## src/hw/rtl/salc_fifo.sv

```systemverilog
// Two-entry request queue between the front and back parts.
module salc_fifo #(
	parameter int WIDTH = 8
) (
	input  logic             clk,
	input  logic             arst_n,
	input  logic             push,
	input  logic [WIDTH-1:0] push_data,
	input  logic             pop,
	output logic [WIDTH-1:0] pop_data,
	output logic             full,
	output logic             empty
);

	localparam int DEPTH = 2;

	logic [WIDTH-1:0] entry_q [DEPTH];
	logic             wr_ptr_q;
	logic             rd_ptr_q;
	logic [1:0]       count_q;

	assign full     = (count_q == 2'(DEPTH));
	assign empty    = (count_q == 2'd0);
	assign pop_data = entry_q[rd_ptr_q];

	// Pointers and fill count
	always_ff @(posedge clk or negedge arst_n) begin
		if (!arst_n) begin
			wr_ptr_q <= 1'b0;
			rd_ptr_q <= 1'b0;
			count_q  <= 2'd0;
		end else begin
			if (push) wr_ptr_q <= ~wr_ptr_q;
			if (pop) rd_ptr_q <= ~rd_ptr_q;
			if (push && !pop) count_q <= count_q + 2'd1;
			else if (pop && !push) count_q <= count_q - 2'd1;
		end
	end

	// Storage
	always_ff @(posedge clk) begin
		if (push) entry_q[wr_ptr_q] <= push_data;
	end

endmodule

```

## config.mk

```make
export PLATFORM = sky130hd
export DESIGN_NAME = salc_fifo
export DESIGN_NICKNAME = d
export VERILOG_FILES = /design/src/hw/rtl/salc_fifo.sv
export SDC_FILE = /design/constraint.sdc
export NUM_CORES = 1
export LEC_CHECK = 0
export ABC_AREA = 1
export BUFFER_PORTS_ARGS = -buffer_cell sky130_fd_sc_hd__buf_2
export CAP_MARGIN = 0
export CELL_PAD_IN_SITES_DETAIL_PLACEMENT = 0
export CELL_PAD_IN_SITES_GLOBAL_PLACEMENT = 1
export CORE_MARGIN = 1.5
export CORE_UTILIZATION = 40
export CTS_CLUSTER_DIAMETER = 60
export DETAILED_ROUTE_END_ITERATION = 7
export HOLD_SLACK_MARGIN = 0.02
export PLACE_DENSITY_LB_ADDON = 0.1
export SLEW_MARGIN = 20
export SYNTH_ARGS = -nofsm -noshare
export SYNTH_HDL_FRONTEND = slang
export SYNTH_SLANG_ARGS = --single-unit
```

## constraint.sdc

```tcl
create_clock -name clk -period 1.55 [get_ports clk]
set_clock_uncertainty 0.2 [all_clocks]
set_input_delay 0.465 -clock clk [delete_from_list [all_inputs] [get_ports clk]]
set_output_delay 0.465 -clock clk [all_outputs]
set_load 0.005 [all_outputs]
```

[After elaboration in Yosys (flattened, before gate mapping)]
Memories as Yosys holds them, arrays and structs flattened.
Cells that the tools add are included.
Storage, ports and cells
  output and inout port bits: 10
  bits of input ports: 12
  bits in registers: 4
  memories kept: 1
  memory bits (writable): 16
Operators by class
  multiplexer cells: 4
  bitwise operators: 2
  $add $sub $neg: 2
  equality and inequality tests: 1
  reduce and logical (&&, ||, !) cells: 6
Memories
  entry_q: depth 2, bits a word 8, rd ports 1, clocked after Yosys merged registers in 0, wr ports 1, line 17  | logic [WIDTH-1:0] entry_q [DEPTH];
Operators with widths (number)
  2-bit two-way mux: 2
  2-bit by 1-bit adder with 2-bit output, second input constant: 1
  2-bit equality test, second input constant: 1
  1-bit logical AND: 2
  1-bit zero test: 2
  2-bit zero test: 1
  1-bit two-way mux: 2
  1-bit inverter: 2
  2-bit nonzero test: 1
  2-bit by 1-bit subtractor with 2-bit output, second input constant: 1

[Logic depth before layout (Yosys ltp)]
Gate-level depths: netlist of the first run.
  depth in word-level cells: 4
  mapped depth: 7
  depth with buffers taken out: 7

[Least setup slack after synthesis of the first run]
Ideal clock, no wire load.
  path type: reg-to-output
  start: reg rd_ptr_q
  end: out pop_data[0]
  cell stages (with the launch flop): 3
  data required time: 0.885 ns
  path slack: 0.095 ns
  data arrival time: 0.790 ns
  cell sequence: dfrtp_1 buf_6 mux2_4
Between the ends
  word-level cells in the longest chain between the ends: 1
RTL lines
  start, declared: line 19  | logic rd_ptr_q;
  start signal, assigned: line 34  | if (pop) rd_ptr_q <= ~rd_ptr_q;
  memory read 2 x 8 bit
  end, declared: line 10  | output logic [WIDTH-1:0] pop_data,
No other way between the ends.

[Worst setup path in the final report of the first run]
Ends and elaborated chain as after synthesis.

==> results of run 1 <==
## cell families after synthesis
kind of cell             count (synthesis)  synth area share, %
XOR/XNOR                                 3                 3.21
adder cells (fa/ha/maj)                  1                 1.53
buffers and inverters                    8                 4.59
flip-flops                              20                 70.9
multiplexers                             8                 14.7
AND/OR/NAND/NOR                         10                 5.05
## per-stage QoR
step           TNS (ns)  std cells
3_5_place_dp     -0.370        100
2_1_floorplan         0         50
6_report          -3.13        109
3_3_place_gp     -0.362        100
5_1_grt           -3.85        109
4_1_cts           -3.26        108
## flip-flops by register name (all words and copies together) (netlist names)
register,count
wr_ptr_q,1
entry_q,16
rd_ptr_q,1
count_q,2
## worst reg2reg max path, stage by stage (launching register included)
cell and delay (ns):
sky130_fd_sc_hd__dfrtp_1 0.40, sky130_fd_sc_hd__nand2_1 0.06, sky130_fd_sc_hd__inv_1 0.26
## cell usage in the layout, fill, tap and decap left out, drive strengths merged
master       count
buf             28
clkbuf           3
clkinv           1
dfrtp            4
dlygate4sd3      1
edfxtp          16
ha               1
inv              7
mux2             8
nand2            5
nand3            1
nand4            1
nor2             3
xnor2            1
xor2             2
## power breakdown
| group | total [mW] | internal [mW] | switching, mW |
|---|---|---|---|
| combinational | 0.782 | 0.501 | 0.281 |
| clock | 0.241 | 0.0936 | 0.147 |
| sequential | 0.802 | 0.729 | 0.0737 |
## worst max path at each step
stage | startpoint | to | depth (start not counted)
2_1_floorplan | rd_ptr_q | pop_data[0] | 2
3_5_place_dp | rd_ptr_q | pop_data[0] | 3
4_1_cts | rd_ptr_q | pop_data[0] | 3
5_1_grt | rd_ptr_q | pop_data[4] | 3
6_report | rd_ptr_q | pop_data[0] | 3
3_3_place_gp | rd_ptr_q | pop_data[0] | 3
## timing repair
item                                   4_1_cts  5_1_grt
endpoints found under the hold margin        4        0
pin swaps                                    1        1
setup buffers                                3        1
setup endpoints to repair                   10       10
gates resized for setup                      5        8
hold buffers                                 1        0
## per-layer routing
metal / GRT usage [%] / vias to the layer above / wire length (um)
li1: - / 235 / -
met1: 13.3 / 232 / 482
met2: 17.4 / 12 / 641
met3: 5.93 / 0 / 56
met4: 6.49 / 0 / 0
met5: 0 / - / 0
## final cells by class
type / count / share of cell area, %
clock buffer: 3 / 2.05
multi-input combinational: 22 / 18.7
sequential: 20 / 52.9
inverter: 7 / 2.39
timing repair buffer: 29 / 20.5
tap: 27 / 3.08
clock inverter: 1 / 0.342
==> metrics, run 1 <==
post-detail-place hpwl=784 um; class of the tightest hold or removal check=input port to flip-flop; deepest level of the CTS H-tree=1; die outline area=0.00233 sq mm; number of antenna violations at the first check in global routing=0; Worst path top cell family by delay=flip-flops; synthesis-to-finish area growth=34.1%; min Tclk post-route=1.93 ns; cell type with the largest total area after synthesis=sky130_fd_sc_hd__edfxtp_1; wire length of the first global-routing pass=1.68 mm; reg2reg start=wr_ptr_q; proportion of netlist area held by the largest area contributor=58.7%; die height=48.2 um; Finish-stage setup viols=10; fraction of the core area covered by cells at the end of the flow=56.5%; slowest cell delay on critical path=0.41 ns; standard-cell rows=16; area occupied by multi-input gates=205 sq um; setup repair after global routing missed its margin=yes; destination of the worst hold path=entry_q[1][3]; leading register cell type out of synthesis=sky130_fd_sc_hd__edfxtp_1; number of nets in the finished design=96; P per Cell Area=1660 mW/mm^2; Net Count, Synth=63; final routed DRC violation total=0; capture point of the worst reg-to-reg path=entry_q[1][7]; clock latency of the later-clocked register in the worst-skew pair=0.29 ns; worst slew margin relative to its limit=78.1%; n_diodes=0; number of enable flip-flop cells after synthesis=16; Synth warnings=0; mean cell area of the mapped netlist=16.4 sq um; list of most frequent post-synthesis cells=16 x sky130_fd_sc_hd__edfxtp_1, 8 x sky130_fd_sc_hd__mux2_4, 7 x sky130_fd_sc_hd__inv_1; pre-CTS setup slack=-0.0590 ns; kind of critical path=flip-flop to output port; number of fillers in the final layout=186; final cell area excluding filler cells=0.00110 sq mm; crit path max-delay cell type=sky130_fd_sc_hd__dfrtp_1; cell count of the worst reg-to-reg path=2; WHS Path Cells=1; final count of hold timing violations=0; die extent in x=48.2 um; gp weighted congestion=0.727; Max Slew Vio Count=0; flop-to-flop setup slack=0.32 ns; router iterations before antenna repair=4; CTS max path bufs=2; post-route ant nets=0; CP Launch Type=flip-flop; highest ir drop seen on vdd=0.957 mV; Most common cell on crit path=sky130_fd_sc_hd__buf_6; worst path buffer plus inverter count=2; top area cells in the synthesized netlist=sky130_fd_sc_hd__edfxtp_1 59%, sky130_fd_sc_hd__mux2_4 15%, sky130_fd_sc_hd__dfrtp_1 12%, sky130_fd_sc_hd__inv_1 3.2%, sky130_fd_sc_hd__nand2_1 2.3%; Initial Util=42.1%; final worst slack=-0.377 ns; via density per instance=4.39; proportion of synthesized flip-flops having asynchronous set or reset=20.0%; Pwr Total=1.83 mW; type of destination of the critical path=output port; buffer type at the clock tree root=sky130_fd_sc_hd__clkbuf_4; post-synthesis sequential element count=20; CP arrival=1.26 ns; number of global-route vias before repair=393; worst endpoint required time=0.88 ns; routed wirelength normalized by instance count=10.8 um; num ports=22; clock tree from TritonCTS=done; total track usage=11.6%; post-route worst hold slack=0.153 ns; violated checks=setup timing; total placed instance area=968 sq um; ordered cell list for the critical path=buf_6 > mux2_4 > buf_6; layout cells sized above 1=51.2%; most common cell in the synthesized netlist=sky130_fd_sc_hd__edfxtp_1; synthesized netlist cell count=50; post-synthesis cell type count=12; share of the cycle needed by the critical path after routing=124%; startpoint of the most critical hold path=push_data[3]; leak pwr=0.497 nW; maximum number of pins on one net before global-route repair=12; via count=479; Critical Path Fanout Max=5; final routed wirelength across all metal layers=1.18 mm; TritonCTS buffer count=3; Placeable Area=0.00194 sq mm; actual transition at the worst max-transition pin=0.329 ns; number of maximum-capacitance constraint violations=0; clock-pin slew on the worst setup and hold paths=0.10 ns; clock sink total=20; maximum clock rate=519 MHz; result of the run=finished, violations left; number of violations reported at the end of detailed-routing iteration 0=3; total standard cell area after synthesis=818 sq um; sequential-to-total area share from yosys stat=70.9%; Remaining Overflow, GRT=0; number of port buffers=21; register area=581 sq um
(Power assumes the default switching activity.)
==> inputs of run 2 (changes only) <==
- CORE_UTILIZATION: 40 -> 36
- clock period: 1.55 -> 1.7 ns (I/O delays scaled with it)
==> metrics, run 2 (synthesized netlist as in run 1, its figures left out) <==
CP arrival=1.26 ns (about the same); post-detail-place hpwl=853 um (was 784 um); kind of critical path=flip-flop to output port (unchanged); class of the tightest hold or removal check=input port to flip-flop (unchanged); number of global-route vias before repair=459 (was 393); die extent in x=50.7 um (was 48.2 um); TritonCTS buffer count=3 (unchanged); gp weighted congestion=0.709 (was 0.727); Pwr Total=1.64 mW (was 1.83 mW); number of violations reported at the end of detailed-routing iteration 0=3 (unchanged); layout cells sized above 1=48.8% (was 51.2%); Max Slew Vio Count=0 (unchanged); maximum clock rate=509 MHz; Reg with most FFs=entry_q (unchanged); final routed wirelength across all metal layers=1.15 mm (was 1.18 mm); via density per instance=4.19 (was 4.39); final count of hold timing violations=0 (unchanged); most common cell after layout, fill and taps aside=sky130_fd_sc_hd__edfxtp_1 (unchanged); total placed instance area=977 sq um (was 968 sq um); router iterations before antenna repair=3 (was 4); most frequent cells in the layout=16 x sky130_fd_sc_hd__edfxtp_1, 13 x sky130_fd_sc_hd__buf_2, 10 x sky130_fd_sc_hd__buf_6, 8 x sky130_fd_sc_hd__mux2_4, 6 x sky130_fd_sc_hd__inv_1 (unchanged); standard-cell rows=17 (was 16); number of port buffers=21 (unchanged); Critical Path Fanout Max=5 (unchanged); synthesis-to-finish area growth=33.6% (was 34.1%); flip-flop count of the largest register, all copies and words added=16 (unchanged); Initial Util=37.7% (was 42.1%); violated checks=setup timing (unchanged); worst slew margin relative to its limit=77.2% (was 78.1%); n_diodes=0 (unchanged); CP Launch Type=flip-flop (unchanged); largest registers=entry_q: 16 flops, count_q: 2 flops (unchanged); final routed DRC violation total=0 (unchanged); clock sink total=20 (unchanged); number of maximum-capacitance constraint violations=0 (unchanged); die outline area=0.00257 sq mm (was 0.00233 sq mm); num ports=22 (unchanged); worst endpoint required time=0.99 ns (was 0.88 ns); number of antenna violations at the first check in global routing=0 (unchanged); CTS max path bufs=2 (unchanged); type of destination of the critical path=output port (unchanged); wire length of the first global-routing pass=1.81 mm (was 1.68 mm); routed wirelength normalized by instance count=10.4 um (was 10.8 um); clock-pin slew on the worst setup and hold paths=0.10 ns (about the same); post-route ant nets=0 (unchanged); final cell area excluding filler cells=0.00109 sq mm (was 0.00110 sq mm); min Tclk post-route=1.97 ns; clock latency of the later-clocked register in the worst-skew pair=0.29 ns (about the same); maximum number of pins on one net before global-route repair=12 (unchanged); share of the cycle needed by the critical path after routing=116%; P per Cell Area=1500 mW/mm^2 (was 1660 mW/mm^2); number of nets in the finished design=96 (unchanged); die height=50.7 um (was 48.2 um); via count=461 (was 479); result of the run=finished, violations left (unchanged); leak pwr=0.497 nW (about the same); actual transition at the worst max-transition pin=0.341 ns (was 0.329 ns); clock tree from TritonCTS=done (unchanged); Placeable Area=0.00217 sq mm (was 0.00194 sq mm); Remaining Overflow, GRT=0 (unchanged); setup repair after global routing missed its margin=yes (unchanged); buffer type at the clock tree root=sky130_fd_sc_hd__clkbuf_4 (unchanged); total track usage=9.99% (was 11.6%); highest ir drop seen on vdd=0.624 mV (was 0.957 mV); Finish-stage setup viols=8 (was 10); deepest level of the CTS H-tree=1 (unchanged); final worst slack=-0.265 ns (was -0.377 ns)
-- run 2: path summary, 6_finish.rpt --
path | from | end | slack, ns | cells past startpoint
max | rd_ptr_q | pop_data[3] | -0.27 | 3
min | push_data[0] | entry_q[0][0] | 0.20 | 1
max reg2reg | wr_ptr_q | entry_q[1][5] | 0.47 | 2
min reg2reg | wr_ptr_q | wr_ptr_q | 0.30 | 1
max in group asynchronous | arst_n | rd_ptr_q | 0.84 | 2
min in group asynchronous | arst_n | count_q[0] | 0.34 | 2
-- run 2: per-stage QoR --
| stage | util (%) | hold WS [ns] | std cells | TNS [ns] | setup WS, ns |
|---|---|---|---|---|---|
| after floorplan | - | 0.0144 | 50 | 0 | 0.200 |
| after global placement | 45.0 | 0.128 | 102 | 0 | 0.0520 |
| after detailed placement | 45.0 | 0.125 | 102 | 0 | 0.0478 |
| after CTS | 48.6 | 0.189 | 108 | -2.23 | -0.282 |
| after global routing | 50.4 | 0.178 | 110 | -2.56 | -0.326 |
| final | 50.4 | 0.204 | 110 | -2.09 | -0.265 |
-- run 2: per-layer routing --
layer  part of all wire, %  vias to the layer above  GRT usage, %  wire [um]
met2                    53                       13          17.8        607
li1                      -                      235             -          -
met5                     0                        -             0          0
met3                   4.8                        0          2.68         55
met1                    42                      213          10.7        483
met4                     0                        0          5.41          0
-- run 2: critical path: stages, from the launching register on --
cell,delay [ns]
sky130_fd_sc_hd__dfrtp_1,0.41
sky130_fd_sc_hd__buf_6,0.14
sky130_fd_sc_hd__mux2_4,0.30
sky130_fd_sc_hd__buf_6,0.11
-- run 2: layout make-up --
class	instances	area, sq um
tap	28	35.0
multi-input combinational	22	200
clock inverter	1	3.75
inverter	7	26.3
timing repair buffer	29	225
fill	209	1080
clock buffer	3	22.5
sequential	20	581
-- run 2: power by group --
part	switching, mW	internal, mW
Combinational	0.248	0.447
Sequential	0.0595	0.665
Clock	0.131	0.0852
Total	0.438	1.20
-- run 2: repair_timing --
| item | 4_1_cts | 5_1_grt |
|---|---|---|
| setup buffers | 1 | 2 |
| pin swaps | 0 | 0 |
| setup endpoints to repair | 8 | 10 |
| hold buffers | 1 | 0 |
| hold endpoints to repair | 4 | 0 |
| gates resized for setup | 6 | 5 |
