[src/hw/rtl/salc_pkg.sv]
// Shared types, codes and defaults for the set-associative LRU cache.
package salc_pkg;

	// Default geometry
	localparam int DEF_MAX_SET_BITS = 6;
	localparam int DEF_MAX_WAYS     = 8;
	localparam int DEF_ADDR_WIDTH   = 48;
	localparam int DEF_STAMP_WIDTH  = 32;

	localparam int COUNT_W = 32;
	localparam int CFG_W   = 5;

	// Access kinds
	typedef enum logic [1:0] {
		MODE_FETCH  = 2'd0,
		MODE_LOAD   = 2'd1,
		MODE_STORE  = 2'd2,
		MODE_MODIFY = 2'd3
	} mode_t;

	// Configuration register indexes
	localparam logic [1:0] CFG_SET_BITS   = 2'd0;
	localparam logic [1:0] CFG_WAYS       = 2'd1;
	localparam logic [1:0] CFG_BLOCK_BITS = 2'd2;

	typedef struct packed {
		logic [2:0] set_bits;
		logic [3:0] ways;
		logic [4:0] block_bits;
	} cfg_t;

	typedef struct packed {
		logic               was_hit;
		logic               was_miss;
		logic               was_eviction;
		logic               modify_second_hit;
		logic [COUNT_W-1:0] total_hits;
		logic [COUNT_W-1:0] total_misses;
		logic [COUNT_W-1:0] total_evictions;
	} result_t;

endpackage

[src/hw/rtl/salc_front.sv]
// Front part: accepts requests, advances the access clock, splits the address.
module salc_front import salc_pkg::*; #(
	parameter int MAX_SET_BITS = DEF_MAX_SET_BITS,
	parameter int ADDR_WIDTH   = DEF_ADDR_WIDTH,
	parameter int STAMP_WIDTH  = DEF_STAMP_WIDTH,
	parameter int ENTRY_W      = 2 + ((MAX_SET_BITS > 0) ? MAX_SET_BITS : 1) + ADDR_WIDTH +
		STAMP_WIDTH
) (
	input  logic                  clk,
	input  logic                  arst_n,
	input  cfg_t                  cfg,
	input  logic                  in_valid,
	output logic                  in_stall,
	input  logic [1:0]            mode,
	input  logic [ADDR_WIDTH-1:0] address,
	output logic                  push,
	output logic [ENTRY_W-1:0]    push_data,
	input  logic                  q_full
);

	localparam int SET_W = (MAX_SET_BITS > 0) ? MAX_SET_BITS : 1;

	logic                   accept;
	logic [3:0]             sb;
	logic [ADDR_WIDTH-1:0]  shifted;
	logic [SET_W-1:0]       set_idx;
	logic [ADDR_WIDTH-1:0]  tag;
	logic [STAMP_WIDTH-1:0] clock_q;
	logic [STAMP_WIDTH-1:0] stamp;

	assign in_stall = q_full;
	assign accept   = in_valid && !q_full;
	assign push     = accept && (mode != MODE_FETCH);

	// Clamp set bits to the array size
	always_comb begin
		if ({1'b0, cfg.set_bits} > 4'(MAX_SET_BITS)) sb = 4'(MAX_SET_BITS);
		else sb = {1'b0, cfg.set_bits};
	end

	// Address split
	assign shifted = address >> cfg.block_bits;
	assign set_idx = shifted[SET_W-1:0] & ~({SET_W{1'b1}} << sb);
	assign tag     = address >> (6'(cfg.block_bits) + 6'(sb));
	assign stamp   = clock_q + STAMP_WIDTH'(1);

	assign push_data = {mode, set_idx, tag, stamp};

	// Access clock, every request including fetches
	always_ff @(posedge clk or negedge arst_n) begin
		if (!arst_n) begin
			clock_q <= '0;
		end else if (accept) begin
			clock_q <= stamp;
		end
	end

endmodule

[config.mk]
export PLATFORM = sky130hd
export DESIGN_NAME = salc_front
export DESIGN_NICKNAME = d
export VERILOG_FILES = /design/src/hw/rtl/salc_pkg.sv /design/src/hw/rtl/salc_front.sv
export SDC_FILE = /design/constraint.sdc
export NUM_CORES = 1
export LEC_CHECK = 0
export CORE_MARGIN = 10
export CORE_UTILIZATION = 60
export CTS_CLUSTER_SIZE = 25
export DETAILED_ROUTE_END_ITERATION = 10
export DONT_BUFFER_PORTS = 1
export GPL_ROUTABILITY_DRIVEN = 0
export PLACE_DENSITY = 0.79
export SLEW_MARGIN = 20
export SYNTH_ARGS = -nofsm -noshare
export SYNTH_HDL_FRONTEND = slang
export SYNTH_SLANG_ARGS = --single-unit
[constraint.sdc]
create_clock -name clk -period 5.6 [get_ports clk]
set_clock_uncertainty 0.2 [all_clocks]
set_input_delay 1.12 -clock clk [delete_from_list [all_inputs] [get_ports clk]]
set_output_delay 1.12 -clock clk [all_outputs]
set_load 0.005 [all_outputs]
== Word level (Yosys, flattened, before mapping) ==
Index checks and enable logic that the tools add are counted.
Cells by class
  add/subtract/negate cells: 2
  multiply operators: 0
  div/mod/pow operators: 0
  magnitude comparators: 1
  eq/ne operators: 0
  shift operators: 3
  muxes and demuxes: 1
  bitwise gates (word level): 2
  reduce and logical (&&, ||, !) cells: 4
Operators by type and width (number)
  48-bit by 5-bit >> shifter with 6-bit output: 1
  48-bit by 6-bit >> shifter with 48-bit output: 1
  32-bit by 1-bit adder with 32-bit output, second input constant: 1
  5-bit by 4-bit adder with 6-bit output: 1
  6-bit bitwise AND: 1
  6-bit inverter: 1
  6-bit by 4-bit left shift with 6-bit output, first input constant: 1
  3-bit greater-than comparator, second input constant: 1
  3-bit two-way mux: 1
  1-bit logical AND: 2
  2-bit nonzero test: 1
  1-bit logical NOT: 1
Word-level totals
  register bits: 32
  latch bits: 0
  memory bits (writable): 0
  ROM bits: 0
  input bits: 66
  memories kept: 0

== Logic depth before layout (Yosys ltp) ==
Gate-level depths: netlist of run 1.
  depth after elaboration: 5
  gate-level depth with buffers: 13
  depth with buffers taken out: 10

== Worst setup path after synthesis of run 1 ==
No wires, ideal clock.
  kind: input to output
  start point: input cfg[1] in the netlist's numbering
  end point: output push_data[44]
  data arrival time: 4177 ps
  slack: 103 ps
  stages: 12
  path buffers: 4
  path through: clkbuf_1 > buf_1 > inv_1 > fa_1 > xnor2_1 > buf_4 > buf_4 > mux2i_1 > mux2i_1 > mux4_2 > a22oi_1 > o31ai_1
Between the ends
  longest elaborated chain between the ends: 2
Ends and longest elaborated chain
  start: declaration: RTL line salc_front.sv:11  | input cfg_t cfg,
  5-bit by 4-bit adder with 6-bit output: RTL line salc_front.sv:44  | assign tag = address >> (6'(cfg.block_bits) + 6'(sb));
  48-bit by 6-bit >> shifter with 48-bit output: RTL line salc_front.sv:44
  end: declaration: RTL line salc_front.sv:17  | output logic [ENTRY_W-1:0] push_data,
No other way between the ends.

== Final worst setup path of run 1 ==
  start point: input cfg[9] in the netlist's numbering
  end point: output push_data[33]
Between the ends
  longest elaborated chain between the ends: 4
Ends and longest elaborated chain
  3-bit greater-than comparator: RTL line salc_front.sv:37  | if ({1'b0, cfg.set_bits} > 4'(MAX_SET_BITS)) sb = 4'(MAX_SET_BITS);
  3-bit two-way mux (*): RTL line salc_front.sv:37
  5-bit by 4-bit adder with 6-bit output (*): RTL line salc_front.sv:44
  48-bit by 6-bit >> shifter with 48-bit output (*): RTL line salc_front.sv:44
Every way passes the cells marked *; elsewhere a longest branch is shown, timed or not.

==> results of run 1 <==
-- Yosys cell counts (3+ instances only) --
cell	n	area (sq um)
nand2_1	70	263
o2111ai_1	3	26.3
a32o_1	5	50.1
mux4_1	7	184
xnor2_1	36	315
buf_2	13	65.1
mux4_2	60	1350
o21ai_0	10	50.1
nand3_1	20	100
inv_1	6	22.5
nand4_1	10	62.6
and2_1	12	75.1
nand2b_1	6	37.5
ha_1	4	50.1
dfrtp_1	32	801
nor3_1	9	45.0
clkbuf_1	29	109
o21a_1	3	22.5
a22o_1	4	35.0
mux2_2	3	33.8
and3_1	10	62.6
mux2i_1	122	1220
nor2_1	52	195
or3_1	3	18.8
nor4_1	3	18.8
a221o_1	5	50.1
a211o_1	3	26.3
a21oi_1	19	95.1
xor2_1	29	254
buf_6	4	45.0
buf_1	3	11.3
buf_4	7	52.6
o2bb2ai_1	4	35.0
-- area by class of cell --
class,count,share of cell area
Inverter,6,0.00354
Tap cell,136,0.0267
Sequential cell,32,0.126
Clock inverter,3,0.00668
Clock buffer,5,0.0108
Timing Repair Buffer,18,0.0257
Multi-Input combinational cell,555,0.801
-- per-layer routing --
metal	global-route usage	share of wire	vias up
li1	-	-	2405
met2	0.408	0.51	335
met4	0.0939	0.035	0
met3	0.0597	0.11	61
met5	0	0	-
met1	0.281	0.35	2680
-- power by group --
part / switching, mW / internal [mW]
Sequential: 0.0292 / 0.256
Clock: 0.0865 / 0.132
Combinational: 0.503 / 0.410
-- worst min-delay path by stage --
stage	from	end	slack, ns	cells past startpoint
after global placement	clock_q[31]	clock_q[31]	0.27	1
after detailed placement	clock_q[1]	clock_q[1]	0.29	2
after global routing	arst_n	clock_q[23]	0.30	0
after floorplan	clock_q[31]	clock_q[31]	0.26	1
final	clock_q[31]	clock_q[31]	0.30	1
after CTS	clock_q[31]	clock_q[31]	0.30	1
-- through the flow --
| stage | util | cells | area (sq um) | setup slack, ns | hold WS [ns] |
|---|---|---|---|---|---|
| floorplan | - | 650 | 6210 | 0.103 | 0.261 |
| global placement | 0.614 | 747 | 6250 | 0.296 | 0.273 |
| detailed placement | 0.614 | 747 | 6250 | 0.191 | 0.292 |
| CTS | 0.625 | 755 | 6360 | 0.156 | 0.305 |
| global route | 0.625 | 755 | 6370 | 0.0309 | 0.304 |
| finish | 0.625 | 755 | 6370 | 0.183 | 0.304 |
-- critical path: cells and delay by family --
kind | cells | cell delay [ns]
XOR/XNOR | 1 | 0.29
adder cells (fa/ha/maj) | 2 | 0.64
multiplexers | 1 | 0.37
AND/OR/NAND/NOR | 1 | 0.18
buffers and inverters | 3 | 0.53
AO/OA/AOI/OAI | 3 | 0.95
-- cell families after synthesis --
| kind of cell | after synthesis |
|---|---|
| buffers and inverters | 63 |
| DFF | 32 |
| xor gates and xnor gates | 67 |
| and+or+nand+nor | 208 |
| adders and majority gates | 5 |
| AOI/OAI and AO/OA | 83 |
| muxes | 192 |
==> results.md, run 1 <==
- Status: complete, no violations
- # H-tree levels: 2
- Final Max Slew Viols: 0
- I/O Buffers: 0
- Crit path cell chain: a21boi_2, ha_1, inv_1, fa_1, xnor2_2, buf_6, mux4_1, and2_0, a2111oi_0, a311oi_1, buf_4
- CP peak stage delay: 0.58 ns
- WL per Instance: 24.4 um
- Slew headroom: 0.293
- # resized after CTS: 0
- Vias in the first global route: 5,393
- Mapped Cells: 650
- Share of cells above drive strength 1: 0.168
- Register-to-register setup slack: 2.93 ns
- Die Ht: 122 um
- Mean Syn Cell Area: 9.56 sq um
- CTS tree: yes
- Area of the multi-input gates: 5100 sq um
- # IOs: 156
- Register area share after synthesis: 0.129
- Nets: 689
- Compound-Gate Fraction of Synth Area: 0.0997
- R2r worst-path depth: 7
- Most flop-heavy register: clock_q
- Grt ovf: 0
- Fmax: 185 MHz
- Critical Path RT: 4.28 ns
- Max reg flops: 32
- Largest net degree at the start of global routing: 48
- Critical path type: in -> out
- Largest regs: clock_q (32)
- P&R area growth vs syn: 2.56%
- Worst Setup EP: push_data[33]
- Maximum VDD drop: 0.000130 V
- Number of flops mapped to enable cells by yosys: 0
- Dominant synthesized flop cell: dfrtp_1
- Nature of the critical path startpoint: input port
- Worst Path Max Fanout: 21
- DRT Pass-1 Iters: 5
- Worst-Skew Late Latency: 0.28 ns
- Distinct cells, synth: 66
- Post-Syn Area: 6210 sq um
- DRC errors left: 0
- Setup TNS: 0 ns
- RSZ-0062 raised after global routing: false
- Initial antenna violation count: 0
- Tightest Pin Transition: 1.06 ns
- Final ANT Viol Nets: 0
- Clk buf depth: 2
- Ys Warns: 0
- Max Cap Violations: 0
- Largest family of logic cells by synthesized area: multiplexers
- Yosys reg bits: 32
- Min Tclk post-route: 5.42 ns
- Diode count: 0
- Dpl hpwl: 14,600 um
- Root buffer selected by CTS: clkbuf_8
- Fillers: 821
- FF+latch area: 801 sq um
- Worst Path Arrival: 4.10 ns
- Post-synthesis adder-cell area fraction: 0.0113
- Core Box Area: 10,200 sq um
- Most common cell after layout, fill and taps aside: mux2i_1
- DRT Wirelength: 18,400 um
- Die ar.: 14,800 sq um
- Final setup fails: 0
- GRT Util Overall: 0.239
- Slowest library cell on the worst path: a2111oi_0
- DIE WIDTH: 122 um
- Type of the tightest min-delay check: reg -> reg
- Critical path origin: cfg[9]
- Drt first-iter violations: 692
- Final hold viol count: 0
- DR vias: 5,481
- Post-CTS setup buffer count: 0
- XOR/XNOR Fraction of Synth Area: 0.101
- First-pass GRT wire length: 29,200 um
- Simple-Gate Fraction of Synth Area: 0.158
- # rows: 37
- Pwr per Cell Area: 222 nW/um^2
- Reg-to-Reg End: clock_q[30]
- Leakage: 2.69 nW
- Clk slew on worst S/H paths: 0.07 ns
- Syn nets: 721
- Detailed-route vias per instance: 7.26
- Mux cell area share after synthesis: 0.449
- Clk sinks: 32
- Num CTS Buffers: 5
- Final Cycle Share: 0.967
- Power, Total: 1.42 mW
- Hold buffers post-CTS: 0
- Reg2reg start: clock_q[0]
- Crit path capture type: primary output
- Synth async-reset ratio: 1.00
- Initial core utilization: 0.610
- Commonest non-fill, non-tap cells in the layout: mux2i_1 (121), nand2_1 (70), mux4_2 (60), nor2_1 (50), xnor2_1 (35)
No activity file was read; power rests on OpenSTA's default activity.
==> inputs of run 2 (changes only) <==
Settings changed: CORE_UTILIZATION 60 to 57, HOLD_SLACK_MARGIN from default to 0.08, PLACE_DENSITY 0.79 to 0.75.
==> results.md, run 2 (same netlist as run 1, synthesis figures left out) <==
- Min Tclk post-route: 5.42 ns (+0.00531 ns)
- Clk sinks: 32 (unchanged)
- Fillers: 901 (+9.7%)
- Setup TNS: 0 ns (unchanged)
- Worst Path Max Fanout: 49 (+130%)
- Die ar.: 15,500 sq um (+4.4%)
- Power, Total: 1.42 mW (about the same)
- Final hold viol count: 0 (unchanged)
- P&R area growth vs syn: 2.72%
- Num CTS Buffers: 5 (unchanged)
- Critical Path RT: 4.28 ns (about the same)
- FF+latch area: 801 sq um (unchanged)
- Type of the tightest min-delay check: reg -> reg
- Core Box Area: 10,700 sq um (+5.5%)
- I/O Buffers: 0 (unchanged)
- Maximum VDD drop: 0.000113 V (-13%)
- Max Cap Violations: 0 (unchanged)
- Initial core utilization: 0.578 (-0.0318)
- Vias in the first global route: 5,383 (-0.19%)
- Worst Path Arrival: 4.10 ns (about the same)
- Die Ht: 124 um (+2.2%)
- Nature of the critical path startpoint: input port
- Diode count: 0 (unchanged)
- Pwr per Cell Area: 222 nW/um^2 (about the same)
- WL per Instance: 24.6 um (+0.73%)
- GRT Util Overall: 0.230 (-0.00857)
- Max reg flops: 32 (unchanged)
- Final setup fails: 0 (unchanged)
- Largest delay share family, worst path: multiplexers
- DRT Wirelength: 18,700 um (+1.7%)
- Slew headroom: 0.503 (+0.210)
- Status: complete, no violations
- WP buf/inv: 2 (-1)
- WHS Path Cells: 1 (unchanged)
- Initial antenna violation count: 0 (unchanged)
- Tightest Pin Transition: 0.745 ns (-0.313 ns)
- Crit path capture type: primary output
- Fmax: 184 MHz (about the same)
- DIE WIDTH: 124 um (+2.2%)
- Dpl hpwl: 14,900 um (+2.3%)
- Detailed-route vias per instance: 7.12 (-1.9%)
- Final Non-Filler Cells: 762 (+0.93%)
- Area of the multi-input gates: 5100 sq um (about the same)
- Final Core Density: 0.594 (-0.0317)
- DRT Pass-1 Iters: 5 (unchanged)
- First-pass GRT wire length: 30,300 um (+3.7%)
- Final instance area: 6380 sq um (+0.16%)
- Largest net degree at the start of global routing: 50 (+4.2%)
- Final ANT Viol Nets: 0 (unchanged)
- Slowest library cell on the worst path: mux4_2
- RSZ-0062 raised after global routing: false
- Levels on crit path: 10 (-1)
- Worst-Skew Late Latency: 0.29 ns (about the same)
- Critical path type: in -> out
- Post-CTS setup buffer count: 0 (unchanged)
- Placed inst area: 6270 sq um (+0.24%)
- Grt ovf: 0 (unchanged)
- Most common cell after layout, fill and taps aside: mux2i_1
- Final Cycle Share: 0.968 (about the same)
- Nets: 692 (+0.44%)
- Share of cells above drive strength 1: 0.172 (+0.00401)
- # rows: 38 (+2.7%)
- DR vias: 5,425 (-1.0%)
- Leakage: 2.70 nW (+0.39%)
- Clk buf depth: 2 (unchanged)
- CP peak stage delay: 0.55 ns (-0.03 ns)
- CTS tree: yes
- Placed cell count: 754 (+0.94%)
- Drt first-iter violations: 667 (-3.6%)
- # H-tree levels: 2 (unchanged)
- Clk slew on worst S/H paths: 0.07 ns (about the same)
- # IOs: 156 (unchanged)
- Largest regs: clock_q (32)
- R2r worst-path depth: 7 (unchanged)
- Final Max Slew Viols: 0 (unchanged)
- Root buffer selected by CTS: clkbuf_8
- Crit path cell chain: a21boi_2, ha_1, inv_1, fa_1, xnor2_2, buf_12, mux2i_2, mux2i_1, mux4_2, a221o_1
- DRC errors left: 0 (unchanged)
- Most flop-heavy register: clock_q
- Commonest non-fill, non-tap cells in the layout: mux2i_1 (121), nand2_1 (70), mux4_2 (60), nor2_1 (50), xnor2_1 (35)
-- run 2: worst paths after layout --
kind / to / slack [ns] / startpoint
max in group asynchronous: clock_q[13] / 4.79 / arst_n
max reg2reg: clock_q[30] / 2.89 / clock_q[0]
min in group asynchronous: clock_q[0] / 0.32 / arst_n
max: push_data[42] / 0.18 / cfg[9]
min: clock_q[31] / 0.31 / clock_q[31]
min reg2reg: clock_q[31] / 0.31 / clock_q[31]
-- run 2: layer usage --
metal  track usage  vias to the layer above  share of wire
met5             0                        -              0
met4        0.0843                        0          0.038
met3        0.0566                       63          0.088
met2         0.400                      300           0.52
met1         0.267                     2651           0.36
li1              -                     2411              -
-- run 2: report_power, final --
part	total [mW]	internal [mW]	leakage [nW]	switching [mW]
clock network	0.218	0.132	0.0552	0.0865
logic	0.913	0.407	2.22	0.506
registers	0.287	0.257	0.425	0.0306
total	1.42	0.796	2.70	0.623
-- run 2: timing repair --
action | CTS | global route
setup endpoints to repair | 0 | 1
resized for setup | 0 | 1
hold buffers | 0 | 0
-- run 2: per-stage QoR --
step                setup slack, ns  hold WS [ns]
finish                        0.177         0.307
global route                 0.0591         0.292
CTS                           0.206         0.297
detailed placement            0.211         0.284
global placement              0.274         0.272
floorplan                     0.103         0.261
-- run 2: cell type report --
type	instances	area share
clock buffers	6	0.0114
multi-input cells	555	0.800
clock inverters	2	0.00549
well taps	140	0.0275
inverters	6	0.00353
repair buffers	21	0.0267
flip-flops and latches	32	0.126
